--- src/sv/spta_pkg.sv ---
// Shared types and codes for the sparse polynomial term accumulator.
// Depends on nothing; every other file of the block imports it.
package spta_pkg;

  localparam int COEF_BITS = 32;

  localparam logic [1:0] CMD_ACC   = 2'd0;
  localparam logic [1:0] CMD_READ  = 2'd1;
  localparam logic [1:0] CMD_CLEAR = 2'd2;

  typedef enum logic [2:0] {
    ST_INSERTED   = 3'd0,
    ST_MERGED     = 3'd1,
    ST_CANCELLED  = 3'd2,
    ST_FULL       = 3'd3,
    ST_ZERO       = 3'd4,
    ST_READ_OK    = 3'd5,
    ST_READ_EMPTY = 3'd6,
    ST_CLEARED    = 3'd7
  } status_t;

  typedef enum logic [1:0] {
    S_IDLE,
    S_EVAL,
    S_COMMIT
  } fsm_t;

  typedef enum logic [1:0] {
    CO_HOLD,
    CO_MERGE,
    CO_INSERT,
    CO_REMOVE
  } cell_op_t;

  // Broadcast from the controller to every cell of the chain.
  typedef struct packed {
    cell_op_t             op;
    logic                 acc;
    logic [COEF_BITS-1:0] coef;
  } cell_ctl_t;

endpackage

--- src/sv/spta_cell.sv ---
// One term cell of the sorted chain: holds a coefficient and a power.
// Depends on spta_pkg; its neighbours supply shift data in both directions.
module spta_cell #(
  parameter int IDX = 0,
  parameter int CW  = 7,
  parameter int SW  = 16
) (
  input  logic                           clk,
  input  spta_pkg::cell_ctl_t            ctl,
  input  logic [CW-1:0]                  held,
  input  logic [SW-1:0]                  pw,
  input  logic [5:0]                     rank,
  input  logic                           prev_gt,
  input  logic [spta_pkg::COEF_BITS-1:0] left_coef,
  input  logic [SW-1:0]                  left_pow,
  input  logic [spta_pkg::COEF_BITS-1:0] right_coef,
  input  logic [SW-1:0]                  right_pow,
  output logic                           gt,
  output logic                           sel,
  output logic [spta_pkg::COEF_BITS-1:0] coef,
  output logic [SW-1:0]                  pow
);
  import spta_pkg::*;

  logic valid;
  logic eq;
  logic rank_hit;

  // Entries below the held count are the live terms.
  assign valid    = held > CW'(IDX);
  assign gt       = valid && (pow > pw);
  assign eq       = valid && (pow == pw);
  assign rank_hit = valid && (32'(rank) == IDX);
  assign sel      = ctl.acc ? eq : rank_hit;

  always_ff @(posedge clk) begin
    unique case (ctl.op)
      CO_MERGE: begin
        if (eq) begin
          coef <= ctl.coef;
        end
      end
      CO_INSERT: begin
        // The first cell whose power is not above the new one takes the new
        // term; every cell after it takes its left neighbour's word.
        if (!gt) begin
          if (prev_gt) begin
            coef <= ctl.coef;
            pow  <= pw;
          end else begin
            coef <= left_coef;
            pow  <= left_pow;
          end
        end
      end
      CO_REMOVE: begin
        if (!gt) begin
          coef <= right_coef;
          pow  <= right_pow;
        end
      end
      CO_HOLD: begin
      end
      default: begin
      end
    endcase
  end

endmodule

--- config.mk ---
export PLATFORM = sky130hd
export DESIGN_NAME = spta_cell
export DESIGN_NICKNAME = d
export VERILOG_FILES = /design/src/sv/spta_pkg.sv /design/src/sv/spta_cell.sv
export SDC_FILE = /design/constraint.sdc
export NUM_CORES = 1
export LEC_CHECK = 0
export BUFFER_PORTS_ARGS = -buffer_cell sky130_fd_sc_hd__buf_2
export CORE_UTILIZATION = 30
export DETAILED_ROUTE_END_ITERATION = 6
export GPL_TIMING_DRIVEN = 0
export SLEW_MARGIN = 20
export SYNTH_ARGS = -nofsm -noshare
export SYNTH_HDL_FRONTEND = slang
export SYNTH_SLANG_ARGS = --single-unit
--- constraint.sdc ---
create_clock -name clk -period 10.4 [get_ports clk]
set_input_delay 3.12 -clock clk [delete_from_list [all_inputs] [get_ports clk]]
set_output_delay 3.12 -clock clk [all_outputs]
set_load 0.02 [all_outputs]
==> results.yml <==
timing:
  worst_slew_pin_slew_ns: 0.866
  hold_violations: 0
  fin_setup_tns_ns: 0
  min_period_over_period: 0.771
  finalClockSkew_ns: 0.00969
  setup_violations: 0
  max_clock_freq_ghz: 0.125
  relSlewSlack: 0.420
  period_minus_slack_ns: 8.02
  rsz0062_at_grt: "no"
  drv_slew: 0
synth:
  synthCells: 254
  yosysWarnings: 0
  synth_area_per_cell_um2: 11.4
  synth_top_area_frac: 0.497
  seq_area_frac_synth: 0.497
  synth_top_area_cell: "edfxtp_1"
  synth_seq_cells: 48
  syn_area_mm2: 0.00290
  synthTopCellsByArea: "edfxtp_1 50%, a22o_1 19%, ha_1 6.9%, mux2i_1 5.5%, o21ai_0 3.1%"
  synth_cell_types: 32
  synth_nets: 432
clock_tree:
  cts_sinks: 48
  root_buffer: "clkbuf_8"
  cts_tree: "done"
  clk_path_buf_depth: 2
  h-tree-depth: 2
  clk_pin_slew_ns: 0.10
  clk_latency_ns: 0.30
  cts_buffers: 5
  cts_resized: 0
  postCtsHoldBufs: 0
  cts_setup_buffers: 0
grt:
  grt.overflow.total: 0
  antenna_found_initial: 0
  grt_max_degree: 20
  grt_pass1_wl_um: 13700
  grt_usage: 0.176
  grt_pass1_vias: 2700
setup_path:
  startpoint_type: "input port"
  critPathMaxFanout: 4
  worstRegToRegCells: 6
  worstPathArrival_ns: 4.90
  critPathKind: "in2out"
  cp_data_required_time_ns: 7.28
  end_kind: "output port"
die:
  rows: 35
  start_util: 0.312
  coreArea_mm2: 0.00928
  die-width_um: 100
  dieArea_mm2: 0.0101
  num_io_pins: 212
  die_y_um: 100
routing:
  drc_errors: 0
  detail-route-antenna-nets: 0
  first_iter_violations: 41
  firstDrtPassIters: 4
  post_drt_wl_per_cell_um: 15.1
  vias: 2896
  wirelength_um: 9080
  routed_via_density: 4.83
worst_hold_path:
  worstHoldPathCells: 4
  holdCritPathClass: "reg2reg"
cells_and_area:
  final_common_cell: "buf_2"
  design_area_mm2: 0.00425
  final_cell_mix: "216 x buf_2, 64 x a22o_1, 48 x edfxtp_1, 21 x nand2_1, 18 x o21ai_0"
  antenna_cells: 0
  drive_above_1_share: 0.488
  nets: 648
  synthToLayoutAreaGrowth_pct: 46.6
power_and_ir_drop:
  p_leak_nw: 2.07
  ir_drop_mv: 0.0591
  pwr_density_cell_mw_per_mm2: 125
placement:
  place_area_mm2: 0.00414
  hpwl_um: 7550
  portBuffers: 208
  gp_routability_congestion: 0.809
flow_run:
  maxCapViolCount: 0
run_status:
  status: "finished clean"
[routing by layer]
metal,share of wire,up-vias,track usage
met3,0.046,13,0.0272
met1,0.42,1354,0.220
li1,-,1422,-
met2,0.51,107,0.315
met5,0,-,0
met4,0.019,0,0.0491
[worst max-delay path, cell delays in order]
cell	delay [ns]
buf_2	0.09
inv_1	0.04
ha_1	0.31
nand4_2	0.16
nor4_1	0.49
a21boi_0	0.27
o31a_2	0.23
buf_2	0.19
[path summary, 6_finish.rpt]
kind | startpoint | endpoint | slack, ns
setup / recovery | pw[15] | gt | 2.38
hold / removal | pow[15] | coef[30] | 1.10
setup reg to reg | pow[15] | pow[12] | 7.61
hold reg to reg | pow[15] | coef[30] | 1.10
[Yosys cell counts, drive strengths merged]
cell    number
mux2i       16
and4         1
edfxtp      48
buf          9
a31oi        1
inv         17
a21o         2
nand2b       1
o21ai       19
nor4         3
nand4        2
nor3         3
nand2       21
or4          1
o211ai       1
and2         2
a21oi        7
a22o        64
a21boi       2
ha          16
or3          1
nor2b        2
clkbuf      11
o31a         1
nor2         3
[where the power goes]
group          internal, mW  switching, mW
clock network        0.0725         0.0673
registers             0.238        0.00602
logic                0.0668         0.0824
total                 0.377          0.156
[registers in the layout, summed over array words and instances (netlist names)]
signal  flops
coef       32
pow        16
[cells by family after synthesis]
kind of cell | count (synthesis) | share of synthesized area
AO/OA/AOI/OAI | 97 | 0.258
adder cells (fa/ha/maj) | 16 | 0.0690
buffers and inverters | 37 | 0.0513
flip-flops | 48 | 0.497
multiplexers | 16 | 0.0552
AND/OR/NAND/NOR | 40 | 0.0695
[area by class of cell]
cell class	instances	area, um2
clock buffer	5	68.8
multi-input combinational	169	1320
fill	961	5030
inverter	17	63.8
tap	129	161
buffer	20	85.1
clock inverter	3	47.5
sequential	48	1440
timing repair buffer	209	1070
[metrics by stage]
stage	hold slack [ns]	power [mW]	worst slack (ns)	std cells	utilization
global placement	1.11	0.394	2.33	591	0.442
detailed placement	1.10	0.400	2.40	592	0.445
floorplan	1.29	0.331	2.77	254	-
CTS	1.11	0.542	2.38	600	0.458
global route	1.14	0.563	2.24	600	0.458
finish	1.10	0.533	2.38	600	0.458
Note: power is estimated with default switching activity, not from simulation.
