**src/sv/spta_pkg.sv**
```systemverilog
// Shared types and codes for the sparse polynomial term accumulator.
// Depends on nothing; every other file of the block imports it.
package spta_pkg;

  localparam int COEF_BITS = 32;

  localparam logic [1:0] CMD_ACC   = 2'd0;
  localparam logic [1:0] CMD_READ  = 2'd1;
  localparam logic [1:0] CMD_CLEAR = 2'd2;

  typedef enum logic [2:0] {
    ST_INSERTED   = 3'd0,
    ST_MERGED     = 3'd1,
    ST_CANCELLED  = 3'd2,
    ST_FULL       = 3'd3,
    ST_ZERO       = 3'd4,
    ST_READ_OK    = 3'd5,
    ST_READ_EMPTY = 3'd6,
    ST_CLEARED    = 3'd7
  } status_t;

  typedef enum logic [1:0] {
    S_IDLE,
    S_EVAL,
    S_COMMIT
  } fsm_t;

  typedef enum logic [1:0] {
    CO_HOLD,
    CO_MERGE,
    CO_INSERT,
    CO_REMOVE
  } cell_op_t;

  // Broadcast from the controller to every cell of the chain.
  typedef struct packed {
    cell_op_t             op;
    logic                 acc;
    logic [COEF_BITS-1:0] coef;
  } cell_ctl_t;

endpackage

```
**src/sv/spta_sat_add.sv**
```systemverilog
// Shared saturating adder for Q16.16 coefficients.
// Depends on spta_pkg for the coefficient width.
module spta_sat_add (
  input  logic [spta_pkg::COEF_BITS-1:0] a,
  input  logic [spta_pkg::COEF_BITS-1:0] b,
  output logic [spta_pkg::COEF_BITS-1:0] sum,
  output logic                           sat
);
  import spta_pkg::*;

  logic [COEF_BITS:0] wide;

  assign wide = {a[COEF_BITS-1], a} + {b[COEF_BITS-1], b};
  // The two top bits differ only when the exact sum left the 32-bit range.
  assign sat  = wide[COEF_BITS] ^ wide[COEF_BITS-1];

  always_comb begin
    if (!sat) begin
      sum = wide[COEF_BITS-1:0];
    end else if (wide[COEF_BITS]) begin
      sum = {1'b1, {(COEF_BITS-1){1'b0}}};
    end else begin
      sum = {1'b0, {(COEF_BITS-1){1'b1}}};
    end
  end

endmodule
```
**config.mk**
```make
export PLATFORM = sky130hd
export DESIGN_NAME = spta_sat_add
export DESIGN_NICKNAME = d
export VERILOG_FILES = /design/src/sv/spta_pkg.sv /design/src/sv/spta_sat_add.sv
export SDC_FILE = /design/constraint.sdc
export NUM_CORES = 1
export LEC_CHECK = 0
export BUFFER_PORTS_ARGS = -buffer_cell sky130_fd_sc_hd__buf_4
export CAP_MARGIN = 20
export CORE_MARGIN = 2
export CORE_UTILIZATION = 46
export DETAILED_ROUTE_END_ITERATION = 8
export PLACE_DENSITY = 0.82
export RECOVER_POWER = 25
export SLEW_MARGIN = 20
export SYNTH_ARGS = -nofsm -noshare
export SYNTH_HDL_FRONTEND = slang
export SYNTH_SLANG_ARGS = --single-unit
```
**constraint.sdc**
```tcl
create_clock -name vclk -period 2.2
set_input_delay 0.11 -clock vclk [all_inputs]
set_output_delay 0.11 -clock vclk [all_outputs]
set_load 0.01 [all_outputs]
```
==> run_results.csv <==
group,metric,value,unit
clocking,cts_hold_buffers,0,
synth,syn_avg_cell_area,7.420,µm²
placed_design,gp_congestion,0.9448,
grt,grt_pass1_vias,3679,
floorplanning,num_rows,24,
power,irDropWorstVdd,0.0003915,V
route,wirelength,11610,µm
sta,finalSetupViolCount,33,
synth,synth-simple-area-share,16.27,%
route,drt.antenna.violating_nets,0,
sta,fmax,0.3382,GHz
grt,grt_pass1_wl,17070,µm
synth,synth_compound_area_share,46.42,%
floorplanning,pin_count,97,
floorplanning,die_x,72.04,µm
floorplanning,dieArea,0.005190,mm²
outcome,violations,"setup timing",
synth,synth_mux_area_share,1.058,%
worst_hold_path,hold_class,"input port to output port",
grt,antenna_found_initial,0,
critical_path,worstPathRequired,2.09,ns
synth,ys_top_cells_by_area,"ha_1 (19%), a21o_1 (16%), a21oi_1 (7.1%)",
sta,worst_slew_pin_slew,0.4590,ns
critical_path,path_buf_inv,5,
route,vias,3588,
synth,syn_area,0.002130,mm²
layout,nFillCells,160,
sta,min_period,2.957,ns
critical_path,worstSetupPathType,"input port to output port",
placed_design,place_area,0.003776,mm²
critical_path,cp_top_family,"compound AO/OA/AOI/OAI gates",
sta,maxSlewViolCount,0,
grt,grt_max_degree,13,
critical_path,cpPeakStageDelay,0.39,ns
job,maxCapViolCount,0,
synth,synthCells,287,
sta,hold_viol,0,
layout,fin_util,93.03,%
synth,yosys.area.top_type,"ha_1",
critical_path,critPathMostFrequentCell,"buf_6",
sta,grt_setup_unrepaired,"true",
grt,grt_overflow,0,
placed_design,portBuffers,97,
sta,post-route-period-util,134.4,%
sta,slew_headroom,68.61,%
layout,nNetsFinal,589,
outcome,status,"finished with violations",
synth,synth_top_area_share,18.80,%
critical_path,end_kind,"output port",
layout,drive_above_1_share,51.22,%
route,vias_per_cell,6.620,
layout,num-clock-buffers,0,
synth,synth-xor-area-share,11.10,%
layout,syn2layout_area_growth,92.83,%
floorplanning,start_util,48.24,%
synth,yosysSeqAreaShare,0,%
synth,synth_top_family_by_area,"compound AO/OA/AOI/OAI gates",
synth,synth-adder-area-share,20.21,%
route,drt_iter0_drc,461,
critical_path,crit_fanout,8,
power,p_leak,2.089,nW
layout,final_area,0.004106,mm²
layout,antennaDiodeCount,0,
synth,synth_fp_nets,384,
synth,ys_types,57,
floorplanning,die_h,72.04,µm
layout,ff_latch_area,0,µm²
grt,grtUsageTotal,40.88,%
sta,setup_slack,-0.7568,ns
layout,flops_and_latches,0,
critical_path,cp-start-kind,"input port",
route,dr.pass1.iters,7,
critical_path,arrival,2.85,ns
critical_path,crit_slowest_cell,"fa_2",
power,p_per_area,456.8,mW/mm²
placed_design,dp_hpwl,6886,µm
route,wire_per_inst,21.41,µm
synth,yosys_warnings,0,
critical_path,crit_chain,"buf_6, ha_4, fa_2, a211oi_4, o21ai_2, o211ai_1, a21o_1, a21o_1, and3_4, nor2_4, inv_2, a311oi_4, buf_12, buf_6, o21a_1, buf_6",
floorplanning,core_area,0.004414,mm²
route,drcViolationCount,0,
## synth_stat cells (2+ instances only)
library cell / number
nand2_1: 22
a41oi_1: 2
a2111oi_0: 2
nor2_1: 18
a211oi_2: 2
o21a_1: 6
o211ai_1: 5
a21o_1: 44
a31o_1: 2
o21ai_0: 11
xnor2_1: 16
buf_4: 3
buf_6: 3
nand3_1: 9
o31ai_1: 3
nand2b_1: 4
a31oi_1: 2
a211o_1: 3
nor3_1: 5
buf_2: 3
a211oi_1: 2
a21oi_2: 2
o21bai_1: 4
inv_2: 2
nand4_1: 3
o21ai_1: 3
xor2_1: 11
inv_1: 5
and2_1: 2
a21oi_1: 30
ha_1: 32
## layout make-up
class              count  area, µm²  area share, %
well taps             52      65.06          1.584
inverters              8      30.03         0.7313
multi-input cells    269       2201          53.60
repair buffers       213       1810          44.09
## placed cells by master, fill, tap and decap left out, drive strengths merged, types with 6 or more instances in the layout
cell type  Yosys  final
o21ai         15     15
o211ai         6      6
nor2          19     19
inv            7      7
xnor2         16     16
nand2         23     23
xor2          11     11
nor3           6      6
a21oi         32     32
nand3          9      9
buf            9    213
a21o          44     44
o21a           6      6
ha            32     32
## cell families after synthesis
logic type / count (synthesis)
buffers and inverters: 18
AND/OR/NAND/NOR: 71
XOR/XNOR: 27
AO/OA/AOI/OAI: 136
adder cells (fa/ha/maj): 34
multiplexers: 1
## through the flow
step	hold WS, ns	setup TNS, ns	setup WS [ns]	power, mW	instances
after floorplan	0.4687	-1.011	-0.06138	0.7996	287
after global routing	0.7057	-23.32	-0.7592	1.955	542
after CTS	0.6296	-16.34	-0.5502	1.723	537
after global placement	0.6351	-16.11	-0.5400	1.483	531
after detailed placement	0.6393	-19.53	-0.6614	1.523	531
final	0.6921	-23.36	-0.7568	1.876	542
## repair_timing
action | 4_1_cts | 5_1_grt
endpoints found under the setup margin | 33 | 33
pin swaps | 12 | 12
gates resized for setup | 49 | 6
cloned | 1 | 0
setup buffers | 5 | 5
## metal layers
metal / global-route usage, % / vias up / wire length, µm
met5: 0 / - / 0
met4: 25.16 / 0 / 1011
met1: 41.99 / 1606 / 3885
li1: - / 1504 / -
met3: 4.583 / 127 / 1018
met2: 78.29 / 351 / 5690
## final timing paths
check	end	depth (start not counted)	slack, ns	from
max	sum[0]	16	-0.76	a[0]
min	sum[0]	4	0.69	b[0]
## power by group
part           switching (mW)  internal (mW)  total (mW)
registers                   0              0           0
logic                   0.855           1.02        1.88
clock network               0              0           0
Note: power is estimated with default switching activity, not from simulation.
